$ cat src/erv_pkg.sv
package erv_pkg;

    localparam int PT_W      = 24;
    localparam int ANG_W     = 17;
    localparam int OUT_W     = 17;
    localparam int CS_W      = 32;
    localparam int CD_W      = 34;
    localparam int R_W       = 33;
    localparam int PROD_W    = PT_W + R_W;
    localparam int ACC_W     = PROD_W + 2;
    localparam int M_W       = 15;
    localparam int Q_FRAC    = 30;

    localparam int DEF_CORDIC_STEPS    = 16;
    localparam int DEF_POINT_FRAC_BITS = 8;

    localparam logic signed [19:0] RAD_PER_CDEG   = 20'sd187403;
    localparam logic signed [CD_W-1:0] INV_GAIN   = CD_W'(652032874);
    localparam logic signed [ACC_W-1:0] OUT_MAX_Q = ACC_W'(65535);
    localparam logic signed [ACC_W-1:0] OUT_MIN_Q = ACC_W'(65536);

    typedef struct packed {
        logic signed [CD_W-1:0] x;
        logic signed [CD_W-1:0] y;
        logic signed [CD_W-1:0] z;
        logic                   neg;
    } cordic_t;

    typedef struct packed {
        logic signed [CS_W-1:0] s;
        logic signed [CS_W-1:0] c;
    } sincos_t;

    typedef struct packed {
        logic signed [R_W-1:0] r00;
        logic signed [R_W-1:0] r01;
        logic signed [R_W-1:0] r02;
        logic signed [R_W-1:0] r10;
        logic signed [R_W-1:0] r11;
        logic signed [R_W-1:0] r12;
        logic signed [R_W-1:0] r20;
        logic signed [R_W-1:0] r21;
        logic signed [R_W-1:0] r22;
    } rmat_t;

    function automatic logic signed [CD_W-1:0] atan_q30(input int idx);
        logic [31:0] v;
        case (idx)
            0:  v = 32'h3243F6A8;
            1:  v = 32'h1DAC6705;
            2:  v = 32'h0FADBAFC;
            3:  v = 32'h07F56EA6;
            4:  v = 32'h03FEAB76;
            5:  v = 32'h01FFD55B;
            6:  v = 32'h00FFFAAA;
            7:  v = 32'h007FFF55;
            8:  v = 32'h003FFFEA;
            9:  v = 32'h001FFFFD;
            10: v = 32'h000FFFFF;
            11: v = 32'h0007FFFF;
            12: v = 32'h0003FFFF;
            13: v = 32'h0001FFFF;
            14: v = 32'h0000FFFF;
            15: v = 32'h00007FFF;
            16: v = 32'h00003FFF;
            17: v = 32'h00001FFF;
            18: v = 32'h00000FFF;
            19: v = 32'h000007FF;
            20: v = 32'h000003FF;
            21: v = 32'h000001FF;
            22: v = 32'h000000FF;
            23: v = 32'h0000007F;
            24: v = 32'h0000003F;
            25: v = 32'h0000001F;
            26: v = 32'h0000000F;
            27: v = 32'h00000008;
            28: v = 32'h00000004;
            29: v = 32'h00000002;
            30: v = 32'h00000001;
            default: v = 32'h00000000;
        endcase
        return CD_W'(v);
    endfunction

    // Q30 product rounded back to Q30: floor((a*b + 2^29) / 2^30).
    function automatic logic signed [R_W-1:0] mulq(input logic signed [R_W-1:0] a,
                                                   input logic signed [R_W-1:0] b);
        logic signed [2*R_W-1:0] p;
        p = a * b;
        p = p + ((2*R_W)'(1) <<< (Q_FRAC - 1));
        return p[Q_FRAC +: R_W];
    endfunction

endpackage

$ cat src/erv_cell.sv
module erv_cell
    import erv_pkg::*;
#(
    parameter int STEP = 0
) (
    input  logic    aclk,
    input  logic    en,
    input  cordic_t cin,
    output cordic_t cout
);

    localparam logic signed [CD_W-1:0] ATAN = atan_q30(STEP);

    cordic_t cell_next;
    logic signed [CD_W-1:0] xs, ys;

    always_comb begin
        xs = cin.x >>> STEP;
        ys = cin.y >>> STEP;
        cell_next.neg = cin.neg;
        if (cin.z >= 0) begin
            cell_next.x = cin.x - ys;
            cell_next.y = cin.y + xs;
            cell_next.z = cin.z - ATAN;
        end else begin
            cell_next.x = cin.x + ys;
            cell_next.y = cin.y - xs;
            cell_next.z = cin.z + ATAN;
        end
    end

    always_ff @(posedge aclk) begin
        if (en) begin
            cout <= cell_next;
        end
    end

endmodule

$ cat config.mk
export PLATFORM = sky130hd
export DESIGN_NAME = erv_cell
export DESIGN_NICKNAME = d
export VERILOG_FILES = /design/src/erv_pkg.sv /design/src/erv_cell.sv
export SDC_FILE = /design/constraint.sdc
export NUM_CORES = 1
export LEC_CHECK = 0
export BUFFER_PORTS_ARGS = -buffer_cell sky130_fd_sc_hd__buf_4
export CAP_MARGIN = 20
export CORE_MARGIN = 1.5
export CORE_UTILIZATION = 52
export DETAILED_ROUTE_END_ITERATION = 10
export PLACE_DENSITY = 0.83
export SLEW_MARGIN = 10
export SYNTH_ARGS = -nofsm -noshare
export SYNTH_HDL_FRONTEND = slang
export SYNTH_SLANG_ARGS = --single-unit
export TNS_END_PERCENT = 30
$ cat constraint.sdc
create_clock -name aclk -period 4.22 [get_ports aclk]
set_clock_uncertainty 0.1 [all_clocks]
set_input_delay 0.422 -clock aclk [delete_from_list [all_inputs] [get_ports aclk]]
set_output_delay 0.422 -clock aclk [all_outputs]
set_load 0.02 [all_outputs]
[Word level (Yosys, flattened, before mapping)]
Cells that the tools add are included.
Storage, ports and cells
  output and inout port bits: 103
  register bits after elaboration: 103
Operators by class
  multiplexer cells: 1
  add/subtract/negate cells: 5
  order comparisons: 1
Operator list (count)
  $mux 102: 1
  $sub 34x34->34: 2
  $add 34x31->34 const B: 1
  $add 34x34->34: 1
  $ge 34x1->1 const B: 1
  $sub 34x31->34 const B: 1

[Longest topological paths before layout]
  depth in word-level cells: 2
  depth in mapped cells: 20

[Worst setup path after synthesis]
OpenSTA, ideal clock, no wires.
  kind: input port to flip-flop
  start: input cin[34] in the netlist's numbering
  end: register cout[31] in the netlist's numbering (data pin)
  stages: 19
  arrival: 4185 ps
  buffers on the path: 2
  setup time: 259 ps
  slack: -324 ps
  path through: inv_1 -> ha_1 -> nor4b_1 -> nand4_1 -> nor3_2 -> or2b_1 -> inv_2 -> clkbuf_1 -> buf_1 -> ha_1 -> and3_1 -> and3_1 -> a21oi_1 -> a31oi_1 -> a211o_1 -> a221oi_2 -> nor3_1 -> o22ai_1 -> xnor2_1
RTL lines
  from (decl): line erv_cell.sv:8  | input cordic_t cin,
  to (signal assigned): line erv_cell.sv:34  | cout <= cell_next;
  to (decl): line erv_cell.sv:9  | output cordic_t cout

==> flow_summary.ini <==
[outcome]
status = finished, final reports clean

[finish]
largestRegisters = cout: 102 flops
antennaDiodeCount = 0
num-fill-cells = 1682
multiInputGateArea_um2 = 6760
layout.core_utilization_pct = 64.4
finalNetCount = 1668
post_route_cells_drive_above_1_share_pct = 18.7
register_bank_with_the_most_flops = cout
final_cells = 1700
ff_latch_area_um2 = 3060
area_delta_synth_final_pct = 20.3
largest_reg_flops = 102

[clocking]
clock_sinks = 102
post-cts-setup-buffers = 0
cts_made_buffers = 9
htreeDepth = 3
ctsResizeCount = 0
cts_hold_buf = 0
tritoncts = yes
max-clock-path-buffers = 2
cts-root-buf = sky130_fd_sc_hd__clkbuf_16
cts_clk_pin_slew_worst_paths_ns = 0.08

[flow_run]
timing.max_cap.violations = 0

[pwr]
max-vdd-ir-drop_mv = 0.179
internal_power_component_mw = 2.47
power_frac_seq_pct = 34.6
pwr_density_cell_nw_per_um2 = 320
p_leak_nw = 5.60
total_switching_power_mw = 1.56
power.clock.fraction_pct = 20.4
power.combinational.fraction_pct = 45.0
swShare_pct = 38.7

[timing]
drv_slew = 0
finalCritPeriodShare_pct = 92.0
slew_headroom_pct = 46.0
rsz0062_at_grt = false
worst_slew_pin_slew_ns = 0.803
setup_violations_final = 0
fin_ws_ns = 0.339
fmaxAchievable_mhz = 258
period_needed_ns = 3.88
finalHoldViolations = 0

[logic_synthesis]
post_synth_edffs = 102
postSynthRegisterBits = 102
synthSimpleGateAreaFrac_pct = 13.7
synthDistinctLibCells = 79
syn-instance-count = 1237
post_synth_fa_ha_maj_area_fraction_pct = 16.2
main_combinational_cell_family_by_area_after_synthesis = compound AO/OA/AOI/OAI gates
cells_taking_the_most_area_after_synthesis = sky130_fd_sc_hd__edfxtp_1 (29%), sky130_fd_sc_hd__ha_1 (15%), sky130_fd_sc_hd__a21oi_1 (6.9%)
synth_async_sr_flop_share_pct = 0
synth-compound-area-share_pct = 25.7
synth.top_cell.area_share_pct = 29.2
synth_top_area_cell = sky130_fd_sc_hd__edfxtp_1
synthesized_area_um2 = 10500
dominantRegCellSynth = sky130_fd_sc_hd__edfxtp_1
sequential_share_of_the_synthesized_area_pct = 29.2
top_post_synthesis_cells_by_count = sky130_fd_sc_hd__a21oi_1 (145), sky130_fd_sc_hd__ha_1 (129), sky130_fd_sc_hd__nor2_1 (119)
synthesis.area_per_instance_um2 = 8.48
synth_nets = 1475
share_of_cell_area_taken_by_muxes_after_synthesis_pct = 1.24
synth-xor-area-share_pct = 7.69
synthMostInstantiatedCell = sky130_fd_sc_hd__a21oi_1
synthesis_warning_total = 0

[critical_path]
critical_path_required_ns = 4.23
critical_path.startpoint_type = primary input
end_kind = flop
critical_path.max_fanout = 7
category_of_cells_accounting_for_the_largest_share_of_critical_path_delay = compound AO/OA/AOI/OAI gates
cp_num_buf_inv = 4
criticalPathCategory = primary input to flop
crit_path_cell_trace = buf_4 -> inv_1 -> ha_1 -> nor4b_1 -> nand4_1 -> nor3_2 -> or2b_2 -> inv_2 -> ha_1 -> nor2b_1 -> o31a_1 -> o31ai_1 -> o21ai_0 -> buf_4 -> o21a_1 -> nor2_1 -> o21ai_0 -> a21oi_1 -> xnor2_1
crit_arrival_ns = 3.89
max_stage_delay_ns = 0.34
cpMaxStageDelayCell = sky130_fd_sc_hd__ha_1

[die]
floorplan.io_pins = 208
floorplan.die_area_um2 = 21000
row_count = 51
floorplan.core_area_um2 = 19600
fp.dieH_um = 145
die_w_um = 145
effective_utilization_at_floorplan_pct = 53.5

[route]
routed_via_density = 6.05
detailroute.via_count = 10300
drt_iter0_drc = 1033
routed_wire_length_per_instance_um = 18.9
finalWirelength_mm = 32.1
ant_nets = 0
drtPass1Iterations = 8
drcViolationCount = 0

[placement]
placement.io_buffers = 207
place.gp.congestion = 1.02
place_ws_ns = -0.00498
dpl.cell_count = 1684
dp.final_hpwl_mm = 25.4

[grt]
first_pass_grt_wire_length_mm = 50.5
via_count_of_the_first_global_routing_pass = 9565
all_layer_gr_usage_pct = 30.0
maximum_number_of_pins_on_one_net_before_global_route_repair = 62
total_overflow_reported_by_the_global_router = 0
antenna_found_initial = 0

[worst_hold_path]
hold_path.startpoint = cin[0]
hold_path_class = primary input to flop
hold-path-endpoint = cout[0]$_DFFE_PP_
min_path_cells = 1
## layer usage
| metal | global-route usage [%] | routed length, µm | vias to the layer above |
|---|---|---|---|
| li1 | - | - | 4851 |
| met1 | 41.3 | 13600 | 4771 |
| met2 | 47.8 | 14600 | 590 |
| met3 | 4.84 | 2950 | 73 |
| met4 | 10.1 | 902 | 0 |
| met5 | 0 | 0 | - |
## how the worst max path moves through the flow
stage / endpoint / depth (start not counted) / start / slack (ns)
5_1_grt: cout[22]$_DFFE_PP_ / 19 / cin[34] / 0.02
6_report: cout[22]$_DFFE_PP_ / 19 / cin[34] / 0.34
3_5_place_dp: cout[34]$_DFFE_PP_ / 18 / cin[34] / -0.005
2_1_floorplan: cout[31]$_DFFE_PP_ / 19 / cin[34] / 0.02
3_3_place_gp: cout[33]$_DFFE_PP_ / 17 / cin[34] / 0.11
4_1_cts: cout[34]$_DFFE_PP_ / 18 / cin[34] / 0.35
## power by group through the flow
stage | Sequential [mW] | Clock (mW) | Combinational, mW
2_1_floorplan | 1.62 | 0 | 0.898
3_3_place_gp | 1.42 | 0 | 1.76
3_5_place_dp | 1.42 | 0 | 1.78
4_1_cts | 1.40 | 0.829 | 1.79
5_1_grt | 1.41 | 0.864 | 1.94
6_report | 1.39 | 0.825 | 1.81
## through the flow
step | instance area, µm² | TNS, ns | hold WS [ns] | power (mW)
2_1_floorplan | 10500 | 0 | 0.421 | 2.52
3_3_place_gp | 12300 | 0 | 0.502 | 3.17
3_5_place_dp | 12300 | -0.00498 | 0.503 | 3.19
4_1_cts | 12600 | 0 | 0.126 | 4.01
5_1_grt | 12600 | 0 | 0.124 | 4.21
6_report | 12600 | 0 | 0.131 | 4.03
## logic make-up (layout without fill, tap and decap cells)
group                    count (synthesis)  in the layout
flip-flops                             102            102
buffers and inverters                  166            364
adder cells (fa/ha/maj)                133            133
AND/OR/NAND/NOR                        310            310
multiplexers                            13             13
AO/OA/AOI/OAI                          421            421
XOR/XNOR                                92             92
## final cells by class
type                    count  share of cell area (%)
flip-flops and latches    102                    24.3
clock buffers              10                    1.82
multi-input cells         969                    53.6
well taps                 265                    2.63
clock inverters             6                   0.347
inverters                 116                    3.45
repair buffers            232                    13.8
## placed cells by master (no fill, tap or decap), types with 10 or more instances in the layout
cell                       instances
sky130_fd_sc_hd__buf_4           231
sky130_fd_sc_hd__a21oi_1         145
sky130_fd_sc_hd__ha_1            129
sky130_fd_sc_hd__nor2_1          119
sky130_fd_sc_hd__inv_1           114
sky130_fd_sc_hd__edfxtp_1        102
sky130_fd_sc_hd__o21ai_0          88
sky130_fd_sc_hd__xnor2_1          78
sky130_fd_sc_hd__nand2_1          71
sky130_fd_sc_hd__a21o_1           26
sky130_fd_sc_hd__nor3_1           24
sky130_fd_sc_hd__nand3_1          21
sky130_fd_sc_hd__o21a_1           19
sky130_fd_sc_hd__nand4_1          16
sky130_fd_sc_hd__o21bai_1         15
sky130_fd_sc_hd__xor2_1           14
sky130_fd_sc_hd__o211ai_1         14
sky130_fd_sc_hd__o31ai_1          13
sky130_fd_sc_hd__a31oi_1          13
sky130_fd_sc_hd__mux2i_1          13
sky130_fd_sc_hd__a211oi_1         12
sky130_fd_sc_hd__nor2b_1          10
sky130_fd_sc_hd__nand2b_1         10
Power figures use the tool's default switching activity.
