**src/erv_pkg.sv**
```systemverilog
package erv_pkg;

    localparam int PT_W      = 24;
    localparam int ANG_W     = 17;
    localparam int OUT_W     = 17;
    localparam int CS_W      = 32;
    localparam int CD_W      = 34;
    localparam int R_W       = 33;
    localparam int PROD_W    = PT_W + R_W;
    localparam int ACC_W     = PROD_W + 2;
    localparam int M_W       = 15;
    localparam int Q_FRAC    = 30;

    localparam int DEF_CORDIC_STEPS    = 16;
    localparam int DEF_POINT_FRAC_BITS = 8;

    localparam logic signed [19:0] RAD_PER_CDEG   = 20'sd187403;
    localparam logic signed [CD_W-1:0] INV_GAIN   = CD_W'(652032874);
    localparam logic signed [ACC_W-1:0] OUT_MAX_Q = ACC_W'(65535);
    localparam logic signed [ACC_W-1:0] OUT_MIN_Q = ACC_W'(65536);

    typedef struct packed {
        logic signed [CD_W-1:0] x;
        logic signed [CD_W-1:0] y;
        logic signed [CD_W-1:0] z;
        logic                   neg;
    } cordic_t;

    typedef struct packed {
        logic signed [CS_W-1:0] s;
        logic signed [CS_W-1:0] c;
    } sincos_t;

    typedef struct packed {
        logic signed [R_W-1:0] r00;
        logic signed [R_W-1:0] r01;
        logic signed [R_W-1:0] r02;
        logic signed [R_W-1:0] r10;
        logic signed [R_W-1:0] r11;
        logic signed [R_W-1:0] r12;
        logic signed [R_W-1:0] r20;
        logic signed [R_W-1:0] r21;
        logic signed [R_W-1:0] r22;
    } rmat_t;

    function automatic logic signed [CD_W-1:0] atan_q30(input int idx);
        logic [31:0] v;
        case (idx)
            0:  v = 32'h3243F6A8;
            1:  v = 32'h1DAC6705;
            2:  v = 32'h0FADBAFC;
            3:  v = 32'h07F56EA6;
            4:  v = 32'h03FEAB76;
            5:  v = 32'h01FFD55B;
            6:  v = 32'h00FFFAAA;
            7:  v = 32'h007FFF55;
            8:  v = 32'h003FFFEA;
            9:  v = 32'h001FFFFD;
            10: v = 32'h000FFFFF;
            11: v = 32'h0007FFFF;
            12: v = 32'h0003FFFF;
            13: v = 32'h0001FFFF;
            14: v = 32'h0000FFFF;
            15: v = 32'h00007FFF;
            16: v = 32'h00003FFF;
            17: v = 32'h00001FFF;
            18: v = 32'h00000FFF;
            19: v = 32'h000007FF;
            20: v = 32'h000003FF;
            21: v = 32'h000001FF;
            22: v = 32'h000000FF;
            23: v = 32'h0000007F;
            24: v = 32'h0000003F;
            25: v = 32'h0000001F;
            26: v = 32'h0000000F;
            27: v = 32'h00000008;
            28: v = 32'h00000004;
            29: v = 32'h00000002;
            30: v = 32'h00000001;
            default: v = 32'h00000000;
        endcase
        return CD_W'(v);
    endfunction

    // Q30 product rounded back to Q30: floor((a*b + 2^29) / 2^30).
    function automatic logic signed [R_W-1:0] mulq(input logic signed [R_W-1:0] a,
                                                   input logic signed [R_W-1:0] b);
        logic signed [2*R_W-1:0] p;
        p = a * b;
        p = p + ((2*R_W)'(1) <<< (Q_FRAC - 1));
        return p[Q_FRAC +: R_W];
    endfunction

endpackage

```
**src/erv_angle.sv**
```systemverilog
module erv_angle
    import erv_pkg::*;
(
    input  logic                    aclk,
    input  logic                    en,
    input  logic signed [ANG_W-1:0] angle,
    output cordic_t                 start
);

    logic signed [M_W-1:0] m_reg, m_next;
    logic                  neg_reg, neg_next;
    logic signed [17:0]    t;

    always_comb begin
        t = 18'(angle);
        if (t >= 18'sd18000) begin
            t = t - 18'sd36000;
        end
        if (t >= 18'sd18000) begin
            t = t - 18'sd36000;
        end
        if (t < -18'sd18000) begin
            t = t + 18'sd36000;
        end
        if (t < -18'sd18000) begin
            t = t + 18'sd36000;
        end
        neg_next = 1'b0;
        if (t > 18'sd9000) begin
            t = t - 18'sd18000;
            neg_next = 1'b1;
        end else if (t < -18'sd9000) begin
            t = t + 18'sd18000;
            neg_next = 1'b1;
        end
        m_next = t[M_W-1:0];
    end

    always_ff @(posedge aclk) begin
        if (en) begin
            m_reg      <= m_next;
            neg_reg    <= neg_next;
            start.x    <= INV_GAIN;
            start.y    <= '0;
            start.z    <= CD_W'(m_reg) * RAD_PER_CDEG;
            start.neg  <= neg_reg;
        end
    end

endmodule

```
**config.mk**
```make
export PLATFORM = sky130hd
export DESIGN_NAME = erv_angle
export DESIGN_NICKNAME = d
export VERILOG_FILES = /design/src/erv_pkg.sv /design/src/erv_angle.sv
export SDC_FILE = /design/constraint.sdc
export NUM_CORES = 1
export LEC_CHECK = 0
export BUFFER_PORTS_ARGS = -buffer_cell sky130_fd_sc_hd__buf_2
export CAP_MARGIN = 20
export CORE_ASPECT_RATIO = 0.5
export CORE_UTILIZATION = 61
export CTS_CLUSTER_DIAMETER = 120
export DETAILED_ROUTE_END_ITERATION = 16
export MAX_ROUTING_LAYER = met4
export PLACE_DENSITY = 0.95
export REMOVE_ABC_BUFFERS = 1
export SLEW_MARGIN = 20
export SYNTH_ARGS = -nofsm -noshare
export SYNTH_HDL_FRONTEND = slang
export SYNTH_SLANG_ARGS = --single-unit
```
**constraint.sdc**
```tcl
create_clock -name aclk -period 11.6 [get_ports aclk]
set_input_delay 2.32 -clock aclk [delete_from_list [all_inputs] [get_ports aclk]]
set_output_delay 2.32 -clock aclk [all_outputs]
set_load 0.02 [all_outputs]
```
## Word level (Yosys, flattened, before mapping)

Index checks and enable logic that the tools add are counted.

- Multiplexer cells: 7
- Multipliers: 1
- Order comparisons: 6
- $add $sub $neg: 6

Operator list:

| kind | count |
|---|---|
| 18-bit two-way mux | 4 |
| 18-bit by 17-bit adder with 18-bit output, second input constant | 2 |
| 18-bit by 16-bit < comparator with 1-bit output, second input constant | 2 |
| 15-bit by 19-bit multiplier with 34-bit output, second input constant | 1 |
| 15-bit two-way mux | 2 |
| 18-bit by 16-bit greater-or-equal comparator with 1-bit output, second input constant | 1 |
| 18-bit by 15-bit greater-than comparator with 1-bit output, second input constant | 1 |
| 18-bit by 15-bit < comparator with 1-bit output, second input constant | 1 |
| 17-bit by 17-bit subtractor with 18-bit output, second input constant | 1 |
| 18-bit by 17-bit subtractor with 18-bit output, second input constant | 1 |
| 17-bit by 16-bit greater-or-equal comparator with 1-bit output, second input constant | 1 |
| 15-bit adder, second input constant | 1 |
| 15-bit subtractor, second input constant | 1 |
| 1-bit two-way mux | 1 |

- Output and inout port bits: 103
- Flip-flop bits (word level): 51

## Depth between registers and ports, before layout

- Depth in word-level cells: 11
- Gate-level depth with buffers: 35

## Worst setup path before layout

No wires, ideal clock.

- Kind: input port to flip-flop
- Start: input port angle[5]
- End: register m_reg[14], data pin
- Cell stages on the path: 34
- Slack: 2.221 ns
- Arrival time: 9.220 ns
- Library setup time: 0.159 ns
- Data required time: 11.441 ns
- Path through: buf_2 > clkinv_1 > ha_1 > a2111o_1 > a31oi_2 > o21a_4 > buf_6 > clkbuf_1 > xnor2_1 > ha_1 > clkbuf_1 > nor2_1 > mux2_2 > o22ai_1 > xnor2_1 > nand2_1 > o32ai_4 > o221ai_2 > a31oi_4 > buf_6 > xnor2_2 > inv_2 > ha_1 > or3_1 > a31oi_1 > a211o_1 > o21ai_0 > a32oi_1 > a311oi_1 > or3_4 > a21oi_4 > a21bo_4 > or3_1 > o211ai_1

- Longest elaborated chain between the ends: 11
- Elaborated cells on any way between the ends: 18
- Those cells by class: 6 x add/sub; 6 x order compare; 6 x mux

Ends and longest elaborated chain:

| what | RTL line | RTL |
|---|---|---|
| start: declaration | erv_angle.sv:6 | `input logic signed [ANG_W-1:0] angle,` |
| 17-bit by 17-bit subtractor with 18-bit output / 17-bit by 16-bit greater-or-equal comparator with 1-bit output (equally long branches) | erv_angle.sv:17, erv_angle.sv:16 |  |
| 18-bit two-way mux * | erv_angle.sv:16 | `if (t >= 18'sd18000) begin` |
| 18-bit by 17-bit subtractor with 18-bit output / 18-bit by 16-bit greater-or-equal comparator with 1-bit output (equally long branches) | erv_angle.sv:20, erv_angle.sv:19 |  |
| 18-bit two-way mux * | erv_angle.sv:19 | `if (t >= 18'sd18000) begin` |
| 18-bit by 17-bit adder with 18-bit output / 18-bit by 16-bit < comparator with 1-bit output (equally long branches) | erv_angle.sv:23, erv_angle.sv:22 |  |
| 18-bit two-way mux * | erv_angle.sv:22 | `if (t < -18'sd18000) begin` |
| 18-bit by 17-bit adder with 18-bit output / 18-bit by 16-bit < comparator with 1-bit output (equally long branches) | erv_angle.sv:26, erv_angle.sv:25 |  |
| 18-bit two-way mux * | erv_angle.sv:25 | `if (t < -18'sd18000) begin` |
| 15-bit adder / 18-bit by 15-bit < comparator with 1-bit output (equally long branches) | erv_angle.sv:33, erv_angle.sv:32 |  |
| 15-bit two-way mux | erv_angle.sv:32 | `end else if (t < -18'sd9000) begin` |
| 15-bit two-way mux * | erv_angle.sv:29 | `if (t > 18'sd9000) begin` |
| via t[14] | erv_angle.sv:12 | `logic signed [17:0] t;` |
| end signal: assignment | erv_angle.sv:41 | `m_reg <= m_next;` |
| end: declaration | erv_angle.sv:10 | `logic signed [M_W-1:0] m_reg, m_next;` |

The timed path passes the listed nets; every way through them passes the cells marked *.
A chain may end at the register's enable or synchronous reset.

## Final worst setup path

- Start: input port angle[5]
- End: register m_reg[12], data pin

Same word-level chain as after synthesis.

==> metrics.cfg <==
[run_status]
status=finished clean

[final_layout]
diodes=0
largest_register_ffs=35
drive_gt1_frac=0.121
nets=1318
finalNonFillerCells=1279
fillers=1198
syn_to_final_growth_pct=3.33

[worst_setup_path]
critPathMaxFanout=23
path_class=in2reg
cp.required_ps=11640
start_kind=input pin
arrival_ps=10260
crit_path_max_incr_delay_ps=680
slowest_stage=a31oi_4
cp-end-kind=flop

[cts]
clkLatencyLatePin_ps=310
holdBufCountCts=0
cts_made_buffers=5
root_buffer=clkbuf_16
cts.repair.resized=0
cts_tree=yes
clk_pin_slew_ps=70
post_cts_buffers=0
cts.sink_count=51
clockBufferDepth=2
htreeDepth=2

[floorplan]
chipHeight_um=91.3
fp-row-count=32
dieArea_um2=16500
pin_count=122
die_w_um=181
core-area_um2=15500
floorplan.initialDensity=0.628

[route]
drc=0
drtIter0Drc=727
wl_per_cell_um=19.6
ant_nets=0
wirelength_um=25100
vias_per_cell=6.25
dr_total_vias=7999
firstDrtPassIters=6

[sta]
setup_ws_ps=1380
slew_headroom=0.355
min_period_ps=10220
fin_crit_sh=0.881
rsz0062_at_grt=no
finalHoldViolCount=0
setup_tns_ps=0
clock_skew_ps=8.53
slew_violations=0
fmax_mhz=97.8
setup_viol_count_final=0
worst_slew_pin_slew_ps=959

[job]
timing.max_cap.violations=0

[yosys]
ys_seq_elements=51
yosysSeqAreaShare=0.157
synth-edff-count=51
synth_flop_cell=edfxtp_1
ys_warn_count=0
netlist_area_um2=9740
avgSynthCellArea_um2=9.45
async_flop_share=0
synthCells=1031
ys_types=101

[grt]
antenna_found_initial=0
grt_max_degree=52
grt_use_total=0.322
grt_pass1_vias=7932
grt_pass1_wl_um=40900
gr-total-overflow=0

[place]
portBuffers=53
dp_slack_ps=1230
dp_hpwl_um=19700
dpl.cell_count=1271
gp_congestion=0.924

[min_path]
hp-class=reg2reg

metrics by stage:
| stage | hold slack, ps | utilization | instance area, um2 |
|---|---|---|---|
| finish | 467 | 0.649 | 10100 |
| global route | 486 | 0.649 | 10100 |
| CTS | 469 | 0.649 | 10100 |
| detailed placement | 435 | 0.640 | 9910 |
| global placement | 443 | 0.640 | 9910 |
| floorplan | 400 | - | 9380 |
worst max-delay path, delay by kind of cell:
family	cells	cell delay, ps
AO/OA/AOI/OAI	14	3810
XOR/XNOR	3	580
adder cells (fa/ha/maj)	3	900
buffers and inverters	3	550
multiplexers	2	710
AND/OR/NAND/NOR	6	1370
layer usage:
metal,share of wire,global-route usage,wire length [um],vias up
li1,-,-,-,3600
met1,0.40,0.384,10100,3833
met2,0.48,0.544,12100,455
met3,0.071,0.0453,1780,111
met4,0.045,0.147,1140,0
met5,0,-,0,-
area by class of cell:
type	count	area, um2	share of cell area
clock inverters	3	23.8	0.00236
multi-input cells	833	7360	0.732
repair buffers	55	283	0.0281
well taps	204	255	0.0254
clock buffers	5	125	0.0124
flip-flops and latches	51	1530	0.152
inverters	128	480	0.0477
cell usage in the layout, fill, tap and decap left out, types with 13 or more instances in the layout:
master,netlist,layout
a21oi_1,60,60
and3_1,13,13
buf_2,2,52
conb_1,2,68
edfxtp_1,51,51
fa_1,74,74
ha_1,151,151
inv_1,125,125
nand2_1,50,50
nand3_1,32,32
nor2_1,48,48
nor3_1,23,23
o21ai_0,29,29
xnor2_1,53,53
xor2_1,18,18
cells by family (layout without fill, tap and decap cells):
family          Yosys count  in the layout  synth area share
simple gates            230            230             0.127
xor+xnor                 78             78            0.0763
other cells               2             68          0.000771
compound gates          223            223             0.170
fa+ha+maj               225            225             0.346
flops                    51             51             0.157
buf+inv                 213            191             0.112
mux                       9              9            0.0100
worst paths after layout:
| check | endpoint | startpoint | cells past startpoint | slack (ps) |
|---|---|---|---|---|
| min reg2reg | start[0]$_DFFE_PP_ | neg_reg$_SDFFCE_PN1P_ | 0 | 470 |
| min | start[0]$_DFFE_PP_ | neg_reg$_SDFFCE_PN1P_ | 0 | 470 |
| max reg2reg | start[33]$_DFFE_PP_ | m_reg[5]$_DFFE_PP_ | 27 | 4230 |
| max | m_reg[12]$_DFFE_PP_ | angle[5] | 31 | 1380 |
synthesized netlist by cell type (3+ instances only):
cell	number	area, um2
and2_1	3	18.8
o31ai_1	7	52.6
a211o_1	4	35.0
xnor2_1	53	464
buf_6	3	33.8
o211ai_1	5	37.5
nand3b_1	5	37.5
o21ai_2	3	26.3
a22oi_1	3	22.5
or3_1	9	56.3
o221ai_1	3	26.3
xor2_1	18	158
ha_1	151	1890
nand2b_1	7	43.8
o21a_1	4	30.0
a211oi_1	7	52.6
nor2_1	48	180
a31oi_1	8	50.1
and3_1	13	81.3
clkbuf_1	8	30.0
nand4_1	6	37.5
o22ai_1	11	68.8
fa_1	74	1480
a21oi_1	60	300
or2_2	8	50.1
o32ai_2	3	48.8
nand2_1	50	188
edfxtp_1	51	1530
inv_1	125	469
nor2b_1	5	31.3
o21ai_1	8	40.0
xnor2_2	5	81.3
a21o_1	8	60.1
a31o_2	5	43.8
nor3_1	23	115
nand3_1	32	160
a21oi_2	3	26.3
o21ai_0	29	145
a21boi_0	5	37.5
buf_4	71	533
o21bai_1	8	60.1
mux2i_1	5	50.1
mux2_2	3	33.8
Power is not shown: default switching activity piles up to over one toggle a cycle in this logic, so the estimate is an artifact.
